[src/rtl/core/ldip_pkg.sv]
package ldip_pkg;

	localparam int MOD_WIDTH_DEFAULT    = 32;
	localparam int PLAIN_WIDTH          = 9;
	localparam int MSG_WIDTH            = 8;
	localparam int CFG_INDEX_WIDTH      = 2;
	localparam int CIPHER_MODULUS_RESET = 1024;
	localparam int PLAIN_MODULUS_RESET  = 4;
	localparam int PLAIN_MODULUS_MIN    = 2;
	localparam int PLAIN_MODULUS_MAX    = 256;
	localparam int CIPHER_MODULUS_MIN   = 2;
	localparam int CMD_DEPTH            = 2;
	localparam int RES_DEPTH            = 2;

	typedef enum logic [CFG_INDEX_WIDTH-1:0] {
		CFG_CIPHER_MODULUS = 2'd0,
		CFG_PLAIN_MODULUS  = 2'd1,
		CFG_NAND_MODE      = 2'd2
	} ldip_cfg_index_t;

	// per-request classification made by the front part
	typedef struct packed {
		logic last;
		logic mask_big;
		logic body_big;
	} ldip_flags_t;

endpackage

[src/rtl/core/ldip_fifo.sv]
module ldip_fifo #(
	parameter int WIDTH = 8,
	parameter int DEPTH = 2
) (
	input  logic             clk,
	input  logic             arst_n,
	input  logic             wr_en,
	input  logic [WIDTH-1:0] wr_data,
	output logic             full,
	input  logic             rd_en,
	output logic [WIDTH-1:0] rd_data,
	output logic             empty
);
	localparam int PtrW = (DEPTH > 1) ? $clog2(DEPTH) : 1;
	localparam int CntW = $clog2(DEPTH + 1);

	logic [WIDTH-1:0] mem_q [DEPTH];
	logic [PtrW-1:0]  wr_ptr_q;
	logic [PtrW-1:0]  rd_ptr_q;
	logic [CntW-1:0]  count_q;
	logic             do_wr;
	logic             do_rd;

	function automatic logic [PtrW-1:0] ptr_next(input logic [PtrW-1:0] ptr);
		return (ptr == PtrW'(DEPTH - 1)) ? '0 : ptr + 1'b1;
	endfunction

	assign full    = (count_q == CntW'(DEPTH));
	assign empty   = (count_q == '0);
	assign do_wr   = wr_en && !full;
	assign do_rd   = rd_en && !empty;
	assign rd_data = mem_q[rd_ptr_q];

	always_ff @(posedge clk) begin
		if (do_wr) begin
			mem_q[wr_ptr_q] <= wr_data;
		end
	end

	always_ff @(posedge clk or negedge arst_n) begin
		if (!arst_n) begin
			wr_ptr_q <= '0;
			rd_ptr_q <= '0;
			count_q  <= '0;
		end else begin
			if (do_wr) begin
				wr_ptr_q <= ptr_next(wr_ptr_q);
			end
			if (do_rd) begin
				rd_ptr_q <= ptr_next(rd_ptr_q);
			end
			unique case ({do_wr, do_rd})
				2'b10: count_q <= count_q + 1'b1;
				2'b01: count_q <= count_q - 1'b1;
				default: count_q <= count_q;
			endcase
		end
	end

endmodule

[src/rtl/core/ldip_front.sv]
module ldip_front #(
	parameter int MOD_WIDTH = ldip_pkg::MOD_WIDTH_DEFAULT
) (
	input  logic                   push,
	output logic                   full,
	input  logic [MOD_WIDTH-1:0]   mask_coef,
	input  logic [MOD_WIDTH-1:0]   key_coef,
	input  logic [MOD_WIDTH-1:0]   body,
	input  logic                   last,
	input  logic [MOD_WIDTH-1:0]   modulus,
	input  logic                   cmd_full,
	output logic                   cmd_wr,
	output ldip_pkg::ldip_flags_t  cmd_flags,
	output logic [MOD_WIDTH-1:0]   cmd_mask,
	output logic [MOD_WIDTH-1:0]   cmd_key,
	output logic [MOD_WIDTH-1:0]   cmd_body
);
	import ldip_pkg::*;

	assign full   = cmd_full;
	assign cmd_wr = push && !cmd_full;

	// mark which operands still need a reduction pass in the back part
	always_comb begin
		cmd_flags.last     = last;
		cmd_flags.mask_big = (mask_coef >= modulus);
		cmd_flags.body_big = last && (body >= modulus);
	end

	assign cmd_mask = mask_coef;
	assign cmd_key  = key_coef;
	assign cmd_body = body;

endmodule

[src/rtl/core/ldip_back.sv]
module ldip_back #(
	parameter int MOD_WIDTH = ldip_pkg::MOD_WIDTH_DEFAULT
) (
	input  logic                                  clk,
	input  logic                                  arst_n,
	input  logic                                  cmd_empty,
	output logic                                  cmd_pop,
	input  ldip_pkg::ldip_flags_t                 cmd_flags,
	input  logic [MOD_WIDTH-1:0]                  cmd_mask,
	input  logic [MOD_WIDTH-1:0]                  cmd_key,
	input  logic [MOD_WIDTH-1:0]                  cmd_body,
	input  logic [MOD_WIDTH-1:0]                  modulus,
	input  logic [ldip_pkg::PLAIN_WIDTH-1:0]      plain_modulus,
	input  logic                                  nand_mode,
	input  logic                                  res_full,
	output logic                                  res_push,
	output logic [ldip_pkg::MSG_WIDTH-1:0]        res_message
);
	import ldip_pkg::*;

	localparam int W    = MOD_WIDTH;
	localparam int PW   = PLAIN_WIDTH;
	localparam int CntW = ($clog2(W) > $clog2(PW)) ? $clog2(W) : $clog2(PW);

	typedef enum logic [3:0] {
		S_IDLE,
		S_RED_ACC,
		S_RED_MASK,
		S_MAC,
		S_RED_BODY,
		S_DIV_P,
		S_ADD_OFF,
		S_SCALE,
		S_DIV_Q,
		S_EMIT
	} state_t;

	state_t          state_q;
	ldip_flags_t     flags_q;
	logic [W-1:0]    mask_q;
	logic [W-1:0]    key_q;
	logic [W-1:0]    body_q;
	logic [W-1:0]    acc_q;
	logic [W-1:0]    x_q;
	logic [W-1:0]    y_q;
	logic [W-1:0]    res_q;
	logic [W-1:0]    r_q;
	logic [W-1:0]    dq_q;
	logic [PW-1:0]   drem_q;
	logic [W-1:0]    rem_q;
	logic [PW-1:0]   lo_q;
	logic [CntW-1:0] cnt_q;

	logic            acc_big;
	logic            eng_done;
	logic [W-1:0]    eng_sum;
	logic [W-1:0]    eng_dbl;
	logic [PW:0]     div_trial;
	logic            div_bit;
	logic [PW:0]     div_rem;
	logic [W:0]      quot_trial;
	logic            quot_bit;
	logic [W:0]      quot_rem;
	logic [W-1:0]    offset;
	logic [PW-1:0]   mult_m;
	logic [W+PW-1:0] scaled;

	function automatic logic [W-1:0] add_mod(input logic [W-1:0] a, input logic [W-1:0] b,
	                                         input logic [W-1:0] q);
		logic [W:0] s;
		s = {1'b0, a} + {1'b0, b};
		if (s >= {1'b0, q}) begin
			s = s - {1'b0, q};
		end
		return s[W-1:0];
	endfunction

	function automatic logic [W-1:0] sub_mod(input logic [W-1:0] a, input logic [W-1:0] b,
	                                         input logic [W-1:0] q);
		return (a >= b) ? a - b : a - b + q;
	endfunction

	// shared modular unit, least significant bit of y first:
	// res += x when the bit is set, x doubles modulo q each step
	assign eng_done = (y_q == '0);
	assign eng_sum  = y_q[0] ? add_mod(res_q, x_q, modulus) : res_q;
	assign eng_dbl  = add_mod(x_q, x_q, modulus);
	assign acc_big  = (acc_q >= modulus);

	// restoring division of q by p for the rounding offset
	assign div_trial = {drem_q, dq_q[W-1]};
	assign div_bit   = (div_trial >= {1'b0, plain_modulus});
	assign div_rem   = div_bit ? div_trial - {1'b0, plain_modulus} : div_trial;

	// restoring division of m*r by q, nine quotient bits
	assign quot_trial = {rem_q, lo_q[PW-1]};
	assign quot_bit   = (quot_trial >= {1'b0, modulus});
	assign quot_rem   = quot_bit ? quot_trial - {1'b0, modulus} : quot_trial;

	assign offset = nand_mode ? dq_q : (dq_q >> 1);
	assign mult_m = nand_mode ? (plain_modulus >> 1) : plain_modulus;
	assign scaled = (W + PW)'(r_q) * (W + PW)'(mult_m);

	assign cmd_pop     = (state_q == S_IDLE) && !cmd_empty;
	assign res_push    = (state_q == S_EMIT) && !res_full;
	assign res_message = lo_q[MSG_WIDTH-1:0];

	always_ff @(posedge clk or negedge arst_n) begin
		if (!arst_n) begin
			state_q <= S_IDLE;
			acc_q   <= '0;
		end else begin
			unique case (state_q)
				S_IDLE: begin
					if (!cmd_empty) begin
						flags_q <= cmd_flags;
						mask_q  <= cmd_mask;
						key_q   <= cmd_key;
						body_q  <= cmd_body;
						x_q     <= W'(1);
						y_q     <= acc_big ? acc_q : '0;
						res_q   <= acc_big ? '0 : acc_q;
						state_q <= S_RED_ACC;
					end
				end
				S_RED_ACC: begin
					if (eng_done) begin
						acc_q   <= res_q;
						x_q     <= W'(1);
						y_q     <= flags_q.mask_big ? mask_q : '0;
						res_q   <= flags_q.mask_big ? '0 : mask_q;
						state_q <= S_RED_MASK;
					end else begin
						x_q   <= eng_dbl;
						y_q   <= y_q >> 1;
						res_q <= eng_sum;
					end
				end
				S_RED_MASK: begin
					if (eng_done) begin
						// multiply the reduced mask by the key on top of the accumulator
						x_q     <= res_q;
						y_q     <= key_q;
						res_q   <= acc_q;
						state_q <= S_MAC;
					end else begin
						x_q   <= eng_dbl;
						y_q   <= y_q >> 1;
						res_q <= eng_sum;
					end
				end
				S_MAC: begin
					if (eng_done) begin
						acc_q <= res_q;
						if (flags_q.last) begin
							x_q     <= W'(1);
							y_q     <= flags_q.body_big ? body_q : '0;
							res_q   <= flags_q.body_big ? '0 : body_q;
							state_q <= S_RED_BODY;
						end else begin
							state_q <= S_IDLE;
						end
					end else begin
						x_q   <= eng_dbl;
						y_q   <= y_q >> 1;
						res_q <= eng_sum;
					end
				end
				S_RED_BODY: begin
					if (eng_done) begin
						r_q     <= sub_mod(res_q, acc_q, modulus);
						dq_q    <= modulus;
						drem_q  <= '0;
						cnt_q   <= CntW'(W - 1);
						state_q <= S_DIV_P;
					end else begin
						x_q   <= eng_dbl;
						y_q   <= y_q >> 1;
						res_q <= eng_sum;
					end
				end
				S_DIV_P: begin
					drem_q <= div_rem[PW-1:0];
					dq_q   <= {dq_q[W-2:0], div_bit};
					if (cnt_q == '0) begin
						state_q <= S_ADD_OFF;
					end else begin
						cnt_q <= cnt_q - 1'b1;
					end
				end
				S_ADD_OFF: begin
					r_q     <= add_mod(r_q, offset, modulus);
					state_q <= S_SCALE;
				end
				S_SCALE: begin
					{rem_q, lo_q} <= scaled;
					cnt_q         <= CntW'(PW - 1);
					state_q       <= S_DIV_Q;
				end
				S_DIV_Q: begin
					rem_q <= quot_rem[W-1:0];
					lo_q  <= {lo_q[PW-2:0], quot_bit};
					if (cnt_q == '0) begin
						state_q <= S_EMIT;
					end else begin
						cnt_q <= cnt_q - 1'b1;
					end
				end
				S_EMIT: begin
					// hold until the result queue has room
					if (!res_full) begin
						acc_q   <= '0;
						state_q <= S_IDLE;
					end
				end
				default: state_q <= S_IDLE;
			endcase
		end
	end

endmodule

[src/rtl/core/lwe_decrypt_inner_product.sv]
// Multi-key LWE decryption over a stream of coefficient pairs. Each request pushed in carries
// one mask coefficient and its key coefficient; the block keeps the running inner product
// modulo the ciphertext modulus q, and on the request marked last it also takes the body b,
// rounds b minus the inner product with q/(2p) (q/p in NAND mode) and pops out
// floor(p*r/q) (floor((p/2)*r/q) in NAND mode), then clears the accumulator. Requests pass
// through a two-deep command queue to a sequencer built round one modular double-and-add
// unit, and results wait in a two-deep result queue, so pushes continue while a result is
// not yet popped. The sequencer handles one request at a time: it reduces the accumulator and
// then the mask when either is not already below q, then adds the mask times the key to the
// accumulator, least significant key bit first. A last request then reduces the body when it
// is not below q, subtracts the sum, divides q by p for the rounding offset, adds it, scales
// and takes the nine quotient bits of the division by q. The user must write the registers
// through cfg_we/cfg_index/cfg_wdata only while no request is in flight; the block itself does
// not enforce it. q below two acts as two and p is clamped to the range two to 256.
module lwe_decrypt_inner_product #(
	parameter int  MOD_WIDTH = ldip_pkg::MOD_WIDTH_DEFAULT,
	localparam int CfgW = (MOD_WIDTH > ldip_pkg::PLAIN_WIDTH) ? MOD_WIDTH
	                                                          : ldip_pkg::PLAIN_WIDTH
) (
	input  logic                                  clk,
	input  logic                                  arst_n,
	input  logic                                  cfg_we,
	input  logic [ldip_pkg::CFG_INDEX_WIDTH-1:0]  cfg_index,
	input  logic [CfgW-1:0]                       cfg_wdata,
	input  logic                                  push,
	output logic                                  full,
	input  logic [MOD_WIDTH-1:0]                  mask_coef,
	input  logic [MOD_WIDTH-1:0]                  key_coef,
	input  logic [MOD_WIDTH-1:0]                  body,
	input  logic                                  last,
	output logic                                  empty,
	input  logic                                  pop,
	output logic [ldip_pkg::MSG_WIDTH-1:0]        message
);
	import ldip_pkg::*;

	localparam int W    = MOD_WIDTH;
	localparam int FlgW = $bits(ldip_flags_t);
	localparam int CmdW = FlgW + 3 * W;

	logic [W-1:0]           cipher_modulus_q;
	logic [PLAIN_WIDTH-1:0] plain_modulus_q;
	logic                   nand_mode_q;
	logic [W-1:0]           q_eff;
	logic [PLAIN_WIDTH-1:0] p_eff;

	logic                   cmd_wr;
	logic                   cmd_full;
	logic                   cmd_empty;
	logic                   cmd_pop;
	ldip_flags_t            wr_flags;
	logic [W-1:0]           wr_mask;
	logic [W-1:0]           wr_key;
	logic [W-1:0]           wr_body;
	logic [CmdW-1:0]        cmd_wdata;
	logic [CmdW-1:0]        cmd_rdata;
	ldip_flags_t            rd_flags;
	logic [W-1:0]           rd_mask;
	logic [W-1:0]           rd_key;
	logic [W-1:0]           rd_body;

	logic                   res_push;
	logic                   res_full;
	logic [MSG_WIDTH-1:0]   res_message;

	always_ff @(posedge clk or negedge arst_n) begin
		if (!arst_n) begin
			cipher_modulus_q <= W'(CIPHER_MODULUS_RESET);
			plain_modulus_q  <= PLAIN_WIDTH'(PLAIN_MODULUS_RESET);
			nand_mode_q      <= 1'b0;
		end else if (cfg_we) begin
			unique case (cfg_index)
				CFG_CIPHER_MODULUS: cipher_modulus_q <= cfg_wdata[W-1:0];
				CFG_PLAIN_MODULUS:  plain_modulus_q  <= cfg_wdata[PLAIN_WIDTH-1:0];
				CFG_NAND_MODE:      nand_mode_q      <= cfg_wdata[0];
				default: ;
			endcase
		end
	end

	always_comb begin
		q_eff = (cipher_modulus_q < W'(CIPHER_MODULUS_MIN)) ? W'(CIPHER_MODULUS_MIN)
		                                                     : cipher_modulus_q;
		priority if (plain_modulus_q < PLAIN_WIDTH'(PLAIN_MODULUS_MIN)) begin
			p_eff = PLAIN_WIDTH'(PLAIN_MODULUS_MIN);
		end else if (plain_modulus_q > PLAIN_WIDTH'(PLAIN_MODULUS_MAX)) begin
			p_eff = PLAIN_WIDTH'(PLAIN_MODULUS_MAX);
		end else begin
			p_eff = plain_modulus_q;
		end
	end

	ldip_front #(.MOD_WIDTH(W)) u_front (
		.push      (push),
		.full      (full),
		.mask_coef (mask_coef),
		.key_coef  (key_coef),
		.body      (body),
		.last      (last),
		.modulus   (q_eff),
		.cmd_full  (cmd_full),
		.cmd_wr    (cmd_wr),
		.cmd_flags (wr_flags),
		.cmd_mask  (wr_mask),
		.cmd_key   (wr_key),
		.cmd_body  (wr_body)
	);

	assign cmd_wdata = {wr_flags, wr_mask, wr_key, wr_body};
	assign {rd_flags, rd_mask, rd_key, rd_body} = cmd_rdata;

	ldip_fifo #(.WIDTH(CmdW), .DEPTH(CMD_DEPTH)) u_cmd_fifo (
		.clk     (clk),
		.arst_n  (arst_n),
		.wr_en   (cmd_wr),
		.wr_data (cmd_wdata),
		.full    (cmd_full),
		.rd_en   (cmd_pop),
		.rd_data (cmd_rdata),
		.empty   (cmd_empty)
	);

	ldip_back #(.MOD_WIDTH(W)) u_back (
		.clk           (clk),
		.arst_n        (arst_n),
		.cmd_empty     (cmd_empty),
		.cmd_pop       (cmd_pop),
		.cmd_flags     (rd_flags),
		.cmd_mask      (rd_mask),
		.cmd_key       (rd_key),
		.cmd_body      (rd_body),
		.modulus       (q_eff),
		.plain_modulus (p_eff),
		.nand_mode     (nand_mode_q),
		.res_full      (res_full),
		.res_push      (res_push),
		.res_message   (res_message)
	);

	ldip_fifo #(.WIDTH(MSG_WIDTH), .DEPTH(RES_DEPTH)) u_res_fifo (
		.clk     (clk),
		.arst_n  (arst_n),
		.wr_en   (res_push),
		.wr_data (res_message),
		.full    (res_full),
		.rd_en   (pop),
		.rd_data (message),
		.empty   (empty)
	);

`ifndef SYNTHESIS
	a_res_no_overflow: assert property (@(posedge clk) disable iff (!arst_n)
		!(res_push && res_full))
		else $error("result written into a full result queue");

	a_cmd_no_underflow: assert property (@(posedge clk) disable iff (!arst_n)
		!(cmd_pop && cmd_empty))
		else $error("request taken from an empty command queue");

	a_res_visible: assert property (@(posedge clk) disable iff (!arst_n)
		res_push |=> !empty)
		else $error("written result not visible at the output");
`endif

endmodule

[config.mk]
export PLATFORM = sky130hd
export DESIGN_NAME = lwe_decrypt_inner_product
export DESIGN_NICKNAME = d
export VERILOG_FILES = /design/src/rtl/core/ldip_pkg.sv /design/src/rtl/core/ldip_fifo.sv /design/src/rtl/core/ldip_front.sv /design/src/rtl/core/ldip_back.sv /design/src/rtl/core/lwe_decrypt_inner_product.sv
export SDC_FILE = /design/constraint.sdc
export NUM_CORES = 2
export LEC_CHECK = 0
export BUFFER_PORTS_ARGS = -buffer_cell sky130_fd_sc_hd__buf_4
export CORE_MARGIN = 2
export CORE_UTILIZATION = 50
export DETAILED_ROUTE_END_ITERATION = 8
export GPL_TIMING_DRIVEN = 0
export PLACE_DENSITY = 0.66
export SLEW_MARGIN = 20
export SYNTH_ARGS = -nofsm -noshare
export SYNTH_HDL_FRONTEND = slang
export SYNTH_SLANG_ARGS = --single-unit
[constraint.sdc]
create_clock -name clk -period 16.69 [get_ports clk]
set_input_delay 0.8345 -clock clk [delete_from_list [all_inputs] [get_ports clk]]
set_output_delay 0.8345 -clock clk [all_outputs]
set_load 0.05 [all_outputs]
==> run metrics <==
height of the die 324 µm; io pins 146; Worst-path clk slew 0.06 ns; R2R cell count 23; Initial DRC Count 4906; largest net degree at the start of global routing 92; CTS tree yes; IO buf count 145; via/cell ratio 6.26; Simple-Gate Fraction of Synth Area 0.137; core area 102000 µm²; r2r endpoint u_back.rem_q[31]; vias in the first global route 41900; Finished Core Util 0.560; unrepaired setup endpoints after global routing no; Max clock buf depth 3; setup repair bufs after CTS 0; R2R Path Start nand_mode_q; Yosys cell types 98; violated checks design-rule violations; Die ar. 105000 µm²; Worst-Skew Late Latency 0.68 ns; 1st-pass router iterations 9; Slew @ Worst Pin 1.23 ns; CTS resizes 0; commonest cells in the netlist edfxtp_1, nand2_1, ha_1, inv_1, o21ai_0; Final Hold Viols 0; mux cell area share after synthesis 0.0469; number of synthesized register bits 614; Worst EP required 17.09 ns; outcome finished, violations left; post-synth net total 6063; xor/xnor share of the synthesized area 0.0443; Max Fclk 118 MHz; GRT Total Usage 0.345; Worst setup SP type flop; DRC 4; reg2reg setup slack 8.25 ns; WHS 0.221 ns; row count 117; Max H-tree Level 3; worst hold path class in -> async; main flop type after synthesis edfxtp_1; Final setup violation count 0; clock skew 0.0470 ns; ANT nets after route 0; fin nets 6306; DP HPWL 137000 µm; GRT overflow 0; Seq/Total Area, Yosys 0.351; CP Max Fanout 10; routed len/inst 26.3 µm; area fraction of the dominant cell type after synthesis 0.309; GPL Wtd Cong 0.963; # clock sinks 614; most frequent cell after synthesis edfxtp_1; first-pass GRT wire length 267000 µm; slew margin rel. 0.180; number of synthesized flops with an enable pin 528; Layout area overhead 11.2%; critical path class reg -> reg; Synth Cell Area 51300 µm²; Pins Over Slew Limit 0; routed wire length 183000 µm; # hold bufs at CTS 0; fin crit share 0.506; Max-Cap Viols 0; most area-consuming cells after synthesis edfxtp_1, ha_1, fa_1, dfrtp_1, nand2_1; share of layout cells above drive strength 1 0.0976; complex-gate fraction of the synthesized area 0.183; crit path DAT 8.84 ns; Synth Instances 5282; setup TNS 0 ns; crit path capture type flop; Synth warnings 0; largest family of logic cells by synthesized area adder cells; root buffer cell clkbuf_16; die outline width 324 µm; Yosys top cell by area edfxtp_1; Synth Area in Adders 0.190; initial antenna violation count 10; initial core utilization 0.504; syn avg cell area 9.71 µm²; minimum clock period 8.44 ns; critical path startpoint nand_mode_q; total CTS buffers 73; Post-synth ARST share 0.140; Filler cells 9131; via count 43600
[layout make-up]
class,instances,area [µm²],area share
diodes,3,7.51,0.000132
plain buffers,242,963,0.0169
clock buffers,96,1950,0.0343
clock inverters,37,384,0.00674
inverters,394,1480,0.0259
multi-input cells,4032,30900,0.543
flip-flops and latches,614,18000,0.316
well taps,1368,1710,0.0300
repair buffers,168,1570,0.0276
[flip-flops by register name, summed over array words and instances (netlist names), 9 cells and up]
register	count
u_cmd_fifo.mem_q	198
cipher_modulus_q	32
u_back.acc_q	32
u_back.body_q	32
u_back.dq_q	32
u_back.key_q	32
u_back.mask_q	32
u_back.r_q	32
u_back.rem_q	32
u_back.res_q	32
u_back.x_q	32
u_back.y_q	32
u_res_fifo.mem_q	16
plain_modulus_q	9
u_back.drem_q	9
u_back.lo_q	9
[stage by stage]
step / cells / setup WS (ns) / cell area (µm²)
finish: 6954 / 8.25 / 57000
global route: 6951 / 7.98 / 57000
CTS: 6951 / 8.39 / 57000
detailed placement: 6818 / 8.45 / 54700
global placement: 6795 / 6.45 / 54100
floorplan: 5282 / 10.27 / 51300
[how the worst max path moves through the flow]
stage | endpoint | slack, ns
after floorplan | u_back.rem_q[30] | 10.27
after detailed placement | u_back.rem_q[23] | 8.45
after global placement | u_back.x_q[26] | 6.45
final | u_back.rem_q[31] | 8.25
after CTS | u_back.rem_q[23] | 8.39
after global routing | u_back.rem_q[23] | 7.98
[cells by family after synthesis]
group / after synthesis
flip-flops: 614
XOR/XNOR: 258
AND/OR/NAND/NOR: 1464
multiplexers: 221
AO/OA/AOI/OAI: 1444
adder cells (fa/ha/maj): 645
buffers and inverters: 636
[layer usage]
metal / GRT usage / vias to the layer above / share of wire / wire length (µm)
met5: 0 / - / 0.00012 / 22
met4: 0.227 / 4 / 0.076 / 13800
met3: 0.0601 / 541 / 0.081 / 14800
met2: 0.557 / 2115 / 0.46 / 84000
met1: 0.427 / 21200 / 0.38 / 70500
li1: - / 19600 / - / -
[critical path: stages, from the launching register on]
cell	delay [ns]
dfrtp_1	0.32
clkbuf_1	0.33
buf_1	0.65
mux2i_2	0.85
clkbuf_1	0.61
nand2_1	0.17
fa_1	0.58
inv_1	0.06
fa_1	0.50
inv_1	0.05
fa_1	0.46
fa_1	0.55
inv_1	0.05
ha_1	0.35
o21a_1	0.14
o21ai_0	0.26
a21oi_1	0.23
a211oi_1	0.50
nor2_1	0.17
a2111oi_2	0.58
o31ai_1	0.17
a31oi_1	0.22
xnor2_1	0.23
o21ai_0	0.12
[placed cells by master (no fill, tap or decap), types with 64 or more instances in the layout]
cell type	synthesis	layout
edfxtp_1	528	528
nand2_1	515	515
ha_1	425	425
inv_1	393	368
o21ai_0	364	363
a21oi_1	361	360
nor2_1	266	263
clkbuf_1	202	221
fa_1	220	220
a21o_1	194	194
and2_1	191	190
xnor2_1	166	166
mux2_2	155	155
buf_4	3	151
nand3_1	129	129
xor2_1	91	91
dfrtp_1	84	84
clkbuf_16	0	73
mux2i_1	66	64
Power is left out: the tool's default activity adds up to more than one toggle a clock period on the data nets, which glitch-free logic cannot reach.
